`src/sv/clct_pkg.sv`:
```
// ----------------------------------------------------------------------------
// clct_pkg
// Types, constants and helper functions shared by the leap-compensated
// timestamp block.
// ----------------------------------------------------------------------------
package clct_pkg;

  localparam int unsigned FREQ_W  = 40;
  localparam int unsigned THR_W   = 16;
  localparam int unsigned NUM_W   = 84;
  localparam int unsigned DIV_CYC = NUM_W / 2;
  localparam int unsigned CNT_W   = $clog2(DIV_CYC);

  localparam logic [FREQ_W-1:0] FREQ_RST = 40'd10000000;
  localparam logic [THR_W-1:0]  THR_RST  = 16'd500;

  localparam logic [31:0] MS_PER_S = 32'd1000;
  localparam logic [31:0] US_PER_S = 32'd1000000;

  localparam logic [63:0] MAX64  = 64'h7FFF_FFFF_FFFF_FFFF;
  localparam logic [63:0] SIGN64 = 64'h8000_0000_0000_0000;

  localparam logic [1:0] REG_FREQ  = 2'd0;
  localparam logic [1:0] REG_THR   = 2'd1;
  localparam logic [1:0] REG_HIRES = 2'd2;

  typedef enum logic [3:0] {
    ST_IDLE,
    ST_MS1_ISSUE,
    ST_MS1_WAIT,
    ST_DRIFT,
    ST_ADJ_WAIT,
    ST_ADJUST,
    ST_MS_ISSUE,
    ST_MS_WAIT,
    ST_US_WAIT,
    ST_FINISH
  } seq_state_e;

  typedef enum logic [2:0] {
    MU_IDLE,
    MU_MUL_LO,
    MU_MUL_HI,
    MU_MUL_ACC,
    MU_DIV
  } mu_state_e;

  typedef struct packed {
    logic              start;
    logic [63:0]       a;
    logic [31:0]       b;
    logic [FREQ_W-1:0] d;
  } md_req_t;

  typedef struct packed {
    logic             done;
    logic [NUM_W-1:0] quot;
  } md_rsp_t;

  typedef struct packed {
    logic [FREQ_W-1:0] freq;
    logic [THR_W-1:0]  thr;
    logic              hires;
  } cfg_t;

  function automatic logic [63:0] neg64(input logic [63:0] x);
    return 64'(~x + 64'd1);
  endfunction

  function automatic logic [63:0] sat_conv(input logic [NUM_W-1:0] q, input logic neg);
    logic over;
    logic [63:0] res;
    if (!neg) begin
      over = |q[NUM_W-1:63];
      res  = over ? MAX64 : q[63:0];
    end else begin
      over = (|q[NUM_W-1:64]) || (q[63] && (|q[62:0]));
      res  = over ? SIGN64 : neg64(q[63:0]);
    end
    return res;
  endfunction

endpackage

```
`src/sv/clct_cfg.sv`:
```
// ----------------------------------------------------------------------------
// clct_cfg
// Register file for the timestamp block, written and read over the
// peripheral bus port.
// ----------------------------------------------------------------------------
module clct_cfg (
  input  logic           clk_i,
  input  logic           rst_ni,
  input  logic           psel_i,
  input  logic           penable_i,
  input  logic           pwrite_i,
  input  logic [4:0]     paddr_i,
  input  logic [63:0]    pwdata_i,
  output logic [63:0]    prdata_o,
  output logic           pready_o,
  output clct_pkg::cfg_t cfg_o
);
  import clct_pkg::*;

  cfg_t       cfg_q;
  logic       wr_en;
  logic [1:0] idx;

  assign pready_o = 1'b1;
  assign idx      = paddr_i[4:3];
  assign wr_en    = psel_i && penable_i && pwrite_i;

  always_ff @(posedge clk_i or negedge rst_ni) begin
    if (!rst_ni) begin
      cfg_q.freq  <= FREQ_RST;
      cfg_q.thr   <= THR_RST;
      cfg_q.hires <= 1'b1;
    end else if (wr_en) begin
      unique case (idx)
        REG_FREQ:  cfg_q.freq  <= pwdata_i[FREQ_W-1:0];
        REG_THR:   cfg_q.thr   <= pwdata_i[THR_W-1:0];
        REG_HIRES: cfg_q.hires <= pwdata_i[0];
        default: ;
      endcase
    end
  end

  always_comb begin
    unique case (idx)
      REG_FREQ:  prdata_o = {{(64-FREQ_W){1'b0}}, cfg_q.freq};
      REG_THR:   prdata_o = {{(64-THR_W){1'b0}}, cfg_q.thr};
      REG_HIRES: prdata_o = {63'd0, cfg_q.hires};
      default:   prdata_o = '0;
    endcase
  end

  assign cfg_o = cfg_q;

endmodule

```
`config.mk`:
```
export PLATFORM = sky130hd
export DESIGN_NAME = clct_cfg
export DESIGN_NICKNAME = d
export VERILOG_FILES = /design/src/sv/clct_pkg.sv /design/src/sv/clct_cfg.sv
export SDC_FILE = /design/constraint.sdc
export NUM_CORES = 1
export LEC_CHECK = 0
export BUFFER_PORTS_ARGS = -buffer_cell sky130_fd_sc_hd__buf_2
export CORE_MARGIN = 2
export CORE_UTILIZATION = 25
export DETAILED_ROUTE_END_ITERATION = 12
export HOLD_SLACK_MARGIN = 0.05
export PLACE_DENSITY = 0.56
export SKIP_LAST_GASP = 1
export SLEW_MARGIN = 20
export SYNTH_ARGS = -nofsm -noshare
export SYNTH_HDL_FRONTEND = slang
export SYNTH_SLANG_ARGS = --single-unit
```
`constraint.sdc`:
```
create_clock -name clk_i -period 1.4 [get_ports clk_i]
set_input_delay 0.28 -clock clk_i [delete_from_list [all_inputs] [get_ports clk_i]]
set_output_delay 0.28 -clock clk_i [all_outputs]
set_load 0.1 [all_outputs]
```
==> results of run 1 <==
==> placed cells by master, fill, tap and decap left out, types with 14 or more instances in the layout <==
cell and count:
sky130_fd_sc_hd__buf_12 87, sky130_fd_sc_hd__mux2_2 54, sky130_fd_sc_hd__buf_6 19, sky130_fd_sc_hd__buf_4 38, sky130_fd_sc_hd__conb_1 25, sky130_fd_sc_hd__dfrtp_2 30
sky130_fd_sc_hd__and2_4 24, sky130_fd_sc_hd__nor2_4 16, sky130_fd_sc_hd__dfstp_4 14, sky130_fd_sc_hd__buf_2 44
==> synthesized netlist by cell type, drive strengths merged <==
master  count
nor2       16
and2       24
dfstp      15
nand3b      1
mux2i      16
nand3       1
nor3b       2
conb        2
nor3        1
mux2       57
dfrtp      42
clkbuf      2
o21ai       1
buf        34
==> final cells by class <==
type	instances	area (um^2)
Multi-Input combinational cell	144	1530
Clock inverter	3	40.0
Clock buffer	13	159
Fill cell	877	4790
Tap cell	140	175
Timing Repair Buffer	193	2570
Sequential cell	57	1580
==> critical path, cell delays in order, from the launching register on <==
cell and delay [ps]:
sky130_fd_sc_hd__dfstp_4 630, sky130_fd_sc_hd__mux2i_4 70, sky130_fd_sc_hd__nor2_4 110, sky130_fd_sc_hd__buf_12 180
==> routing by layer <==
metal  share of wire  wire length (um)  track usage
met5               0                 0            0
met4           0.011                94       0.0461
met1            0.35              2960        0.159
met2            0.52              4330        0.251
met3            0.12              1010       0.0765
==> stage by stage <==
stage	setup TNS, ps	setup slack, ps	util	cells
3_5_place_dp	-8160	-159	0.501	503
2_1_floorplan	-3970	-299	-	237
3_3_place_gp	-6480	-124	0.501	503
6_report	-6070	-201	0.558	550
5_1_grt	-8920	-253	0.558	550
4_1_cts	-7190	-223	0.557	549
==> worst max-delay path by stage <==
stage	start	end	cells after the start
finish	cfg_o[3]$_DFFE_PN1P_	prdata_o[2]	3
global route	cfg_o[3]$_DFFE_PN1P_	prdata_o[2]	3
CTS	cfg_o[3]$_DFFE_PN1P_	prdata_o[2]	3
detailed placement	paddr_i[3]	cfg_o[22]$_DFFE_PN0P_	5
global placement	paddr_i[3]	cfg_o[21]$_DFFE_PN0P_	5
floorplan	cfg_o[3]$_DFFE_PN1P_	prdata_o[2]	2
==> cells by family (layout without fill, tap and decap cells) <==
| kind of cell | after synthesis | after routing |
|---|---|---|
| other | 2 | 25 |
| DFF | 57 | 57 |
| AOI/OAI and AO/OA | 1 | 1 |
| and+or+nand+nor | 45 | 45 |
| muxes | 73 | 73 |
| buffers and inverters | 36 | 209 |
==> power groups by stage <==
stage	Combinational [mW]	Sequential (mW)	Clock (mW)
after global placement	7.09	2.81	0
final	7.59	2.73	1.56
after floorplan	2.12	5.52	0
after CTS	7.60	2.73	1.62
after detailed placement	7.12	2.84	0
after global routing	7.79	2.79	1.71
==> what timing repair did <==
action | CTS | global route
buffers inserted | 27 | 2
pin swaps | 29 | 5
endpoints found under the setup margin | 69 | 59
cloned | 3 | 0
hold buffers | 1 | 0
hold endpoints to repair | 42 | 0
gates resized for setup | 36 | 6
==> metrics.yaml, run 1 <==
cells_and_area:
  num-nets-final: 479
  stdcell_area_um2: 6050
  largest_reg_flops: 57
  inserted_diodes: 0
  area_delta_synth_final_pct: 118
  drive_gt1_frac: 0.920
grt:
  antenna_found_initial: 0
  first_pass_grt_wire_length_um: 13100
  globalRoute.totalOverflow: 0
  grt_start_max_net_pins: 58
  grt_pass1_vias: 2392
  grtUsageTotal: 0.148
clock_network:
  clock_insertion_delay_worst_skew_ps: 320
  cts_inserted_buffers: 9
  tritoncts_num_sinks: 57
  cts_tree: "yes"
  clock-root-buffer: "sky130_fd_sc_hd__clkbuf_8"
  cts.htree.levels: 3
  clk_path_buf_depth: 2
  clk_transition_reported_paths_ps: 70
logic_synthesis:
  synth_top_cell_area_share: 0.379
  complex_gate_fraction_of_the_synthesized_area: 0.00181
  synth_warnings: 0
  yosys-top-cells-area: "sky130_fd_sc_hd__dfrtp_1 (38%), sky130_fd_sc_hd__mux2_2 (22%), sky130_fd_sc_hd__dfstp_2 (14%), sky130_fd_sc_hd__buf_4 (7.0%), sky130_fd_sc_hd__mux2i_1 (5.8%)"
  synthAdderAreaFrac: 0
  share_of_synthesized_area_spent_on_multiplexers: 0.289
  synth_top_family_by_area: "multiplexers"
  post_synth_xor_area_fraction: 0
  synth_area_leader_cell: "sky130_fd_sc_hd__dfrtp_1"
  syn_avg_cell_area_um2: 13.0
  syn-cell-area_um2: 2770
  synthSimpleGateAreaFrac: 0.0953
  yosysUniqueCellTypes: 19
  syn_inst: 214
  part_of_the_yosys_area_used_for_sequential_elements: 0.521
  ys_ff_latch: 57
setup_path:
  rrSetupSlack_ps: 250
  critical_path.endpoint_type: "output pin"
  worst_ep_required_time_ps: 1120
  crit_arrival_ps: 1320
  reg2reg_end: "cfg_o[5]$_DFFE_PN1P_"
  setup.worst_path.class: "reg -> out"
  r2r_cells: 4
  timing.critical_path.from_type: "flip-flop"
  crit_path_max_fanout: 2
  r2r-start: "cfg_o[5]$_DFFE_PN1P_"
sta:
  finalHoldWorstSlack_ps: 184
  unrepaired_setup_endpoints_after_global_routing: "yes"
  timing.final.setup_violations: 55
  finalMaxSlewViolations: 0
  final.period_utilization: 1.14
  maximum_operating_frequency_mhz: 625
  finalClockSkew_ps: 0
  final.min_clock_period_ps: 1600
  timing_hold_violations_final: 0
  worst_slack_ps: -201
die:
  ioPinCount: 196
  initial_core_util: 0.256
  rows: 38
  core_um2: 10800
  fp.dieH_um: 109
  floorplan.die.width_um: 109
  die_area_um2: 11900
placed_design:
  gp_congestion: 0.707
  hpwl_um: 5930
  numPortBuffers: 143
  detailed_place.area_um2: 5430
pwr:
  p_total_mw: 11.9
  pwr-share-clk: 0.131
  power_frac_comb: 0.639
  power-per-cell-area_nw_per_um2: 1960
  power.sequential.fraction: 0.230
  swShare: 0.510
  static-leakage-power_nw: 2.58
  net_switching_component_of_the_power_mw: 6.06
  peak_supply_drop_uv: 1070
  p_int_mw: 5.83
outcome:
  violations: "setup timing"
  outcome: "finished, violations left"
route:
  post-route-drc-count: 0
  drt_first_pass_iters: 4
  vias: 2286
  detail_route.wirelength_um: 8390
  violation_count_after_the_first_detailed_route_iteration: 41
  postRouteAntennaNets: 0
  route.detailed.vias_per_inst: 4.16
  post_drt_wl_per_cell_um: 15.3
worst_hold_path:
  hold_class: "in -> reg"
  worstHoldStart: "pwdata_i[21]"
  worstHoldPathCells: 2
  worst_hold_path.endpoint: "cfg_o[38]$_DFFE_PN0P_"
flow_run:
  timing.max_cap.violations: 0
(Power assumes the default switching activity.)
==> inputs of run 2 (changes only) <==
--- a/config.mk
+++ b/config.mk
@@ -10,7 +10,6 @@
 export CORE_UTILIZATION = 25
 export DETAILED_ROUTE_END_ITERATION = 12
 export HOLD_SLACK_MARGIN = 0.05
-export PLACE_DENSITY = 0.56
 export SKIP_LAST_GASP = 1
 export SLEW_MARGIN = 20
 export SYNTH_ARGS = -nofsm -noshare
==> run 2 against run 1 <==
The run still ends with setup timing left. Count of clock-buffer cells in the layout down 2. Design area up 4.8%. Setup slack worse by 7.9 ps. Worst hold slack worse by 13 ps. Critical endpoint is now prdata_o[10]. Die area unchanged.
==> metrics.yaml, run 2 (same netlist as run 1, synthesis figures left out) <==
grt:
  antenna_found_initial: 0
  first_pass_grt_wire_length_um: 12400
  grt_start_max_net_pins: 58
  grtUsageTotal: 0.138
  globalRoute.totalOverflow: 0
  grt_pass1_vias: 2494
sta:
  finalClockSkew_ps: 0
  worst_slack_ps: -209
  finalMaxSlewViolations: 0
  timing.final.setup_violations: 45
  final.period_utilization: 1.15
  final.min_clock_period_ps: 1610
  maximum_operating_frequency_mhz: 621
  finalHoldWorstSlack_ps: 170
  unrepaired_setup_endpoints_after_global_routing: "yes"
  timing_hold_violations_final: 0
  fin_setup_tns_ps: -5320
cells_and_area:
  stdcell_area_um2: 6340
  inserted_diodes: 0
  num-nets-final: 497
  commonest_non_fill_non_tap_cell_in_the_layout: "sky130_fd_sc_hd__buf_12"
  drive_gt1_frac: 0.925
  area_delta_synth_final_pct: 129
  most-common-layout-cells: "sky130_fd_sc_hd__buf_12 (87), sky130_fd_sc_hd__buf_2 (44), sky130_fd_sc_hd__buf_4 (41), sky130_fd_sc_hd__mux2_2 (40), sky130_fd_sc_hd__buf_6 (32)"
  largest_reg_flops: 57
die:
  floorplan.die.width_um: 109
  core_um2: 10800
  initial_core_util: 0.256
  fp.dieH_um: 109
  die_area_um2: 11900
  ioPinCount: 196
  rows: 38
placed_design:
  numPortBuffers: 143
  gp_congestion: 0.710
  hpwl_um: 5490
  dp_worst_setup_slack_ps: -157
  detailed_place.area_um2: 5390
route:
  post_drt_wl_per_cell_um: 15.0
  postRouteAntennaNets: 0
  violation_count_after_the_first_detailed_route_iteration: 52
  detail_route.wirelength_um: 8510
  post-route-drc-count: 0
  vias: 2379
  route.detailed.vias_per_inst: 4.19
  drt_first_pass_iters: 2
setup_path:
  critical_path.endpoint_type: "output pin"
  setup.worst_path.class: "reg -> out"
  worst_ep_required_time_ps: 1120
  timing.critical_path.from_type: "flip-flop"
  crit_path_max_fanout: 2
  crit_arrival_ps: 1330
clock_network:
  cts_inserted_buffers: 9
  clk_transition_reported_paths_ps: 70
  cts_tree: "yes"
  tritoncts_num_sinks: 57
  cts.htree.levels: 3
  clock_insertion_delay_worst_skew_ps: 320
  clk_path_buf_depth: 2
  clock-root-buffer: "sky130_fd_sc_hd__clkbuf_8"
outcome:
  violations: "setup timing"
  outcome: "finished, violations left"
pwr:
  power-per-cell-area_nw_per_um2: 1900
  peak_supply_drop_uv: 1120
  static-leakage-power_nw: 2.72
worst_hold_path:
  hold_class: "in -> reg"
flow_run:
  timing.max_cap.violations: 0
==> run 2: cell types whose count changed in the layout (fill, tap and decap cells not counted), sizes merged <==
cell	previous run	this run
buf	192	207
clkinvlp	0	2
clkbuf	13	14
==> run 2: timing repair <==
| action | 4_1_cts | 5_1_grt |
|---|---|---|
| hold buffers | 1 | 0 |
| hold endpoints to repair | 42 | 0 |
| pin swaps | 26 | 5 |
| cloned | 2 | 4 |
| setup buffers | 37 | 9 |
| endpoints found under the setup margin | 73 | 95 |
| resized for setup | 45 | 32 |
==> run 2: critical path, stage by stage, from the launching register on <==
cell and delay, ps:
sky130_fd_sc_hd__dfstp_4 640, sky130_fd_sc_hd__mux2i_4 70, sky130_fd_sc_hd__nor2_4 110, sky130_fd_sc_hd__buf_12 180
==> run 2: metal layers <==
| layer | part of all wire | GRT usage |
|---|---|---|
| met3 | 0.084 | 0.0528 |
| met1 | 0.39 | 0.149 |
| met4 | 0.0088 | 0.0533 |
| met2 | 0.52 | 0.245 |
| met5 | 0 | 0 |
==> run 2: power by group <==
part           leakage, nW  internal [mW]  switching [mW]
clock network       0.0953          0.865           0.666
registers            0.632           2.26           0.444
logic                 1.99           2.81            5.02
total                 2.72           5.94            6.13
==> run 2: worst paths after layout <==
kind / startpoint / to / slack, ps / depth (start not counted)
max in group asynchronous: rst_ni / cfg_o[37]$_DFFE_PN1P_ / 610 / 3
hold / removal: pwdata_i[36] / cfg_o[53]$_DFFE_PN0P_ / 170 / 2
setup / recovery: cfg_o[27]$_DFFE_PN1P_ / prdata_o[10] / -210 / 3
min in group asynchronous: rst_ni / cfg_o[19]$_DFFE_PN0P_ / 480 / 3
setup reg to reg: cfg_o[32]$_DFFE_PN1P_ / cfg_o[32]$_DFFE_PN1P_ / 250 / 4
hold reg to reg: cfg_o[53]$_DFFE_PN0P_ / cfg_o[53]$_DFFE_PN0P_ / 510 / 1
==> run 2: area by class of cell <==
cell class                      instances  area [um^2]
Fill cell                             846         4500
Timing Repair Buffer                  211         2770
Multi-Input combinational cell        144         1620
Sequential cell                        57         1580
Tap cell                              140          175
Clock buffer                           11          141
Clock inverter                          5         55.1
==> run 2: metrics by stage <==
step	instances	total power, mW	util
final	568	12.1	0.585
after global routing	568	12.4	0.585
after floorplan	237	7.64	-
after detailed placement	501	9.84	0.498
after global placement	501	9.77	0.498
after CTS	557	12.0	0.562
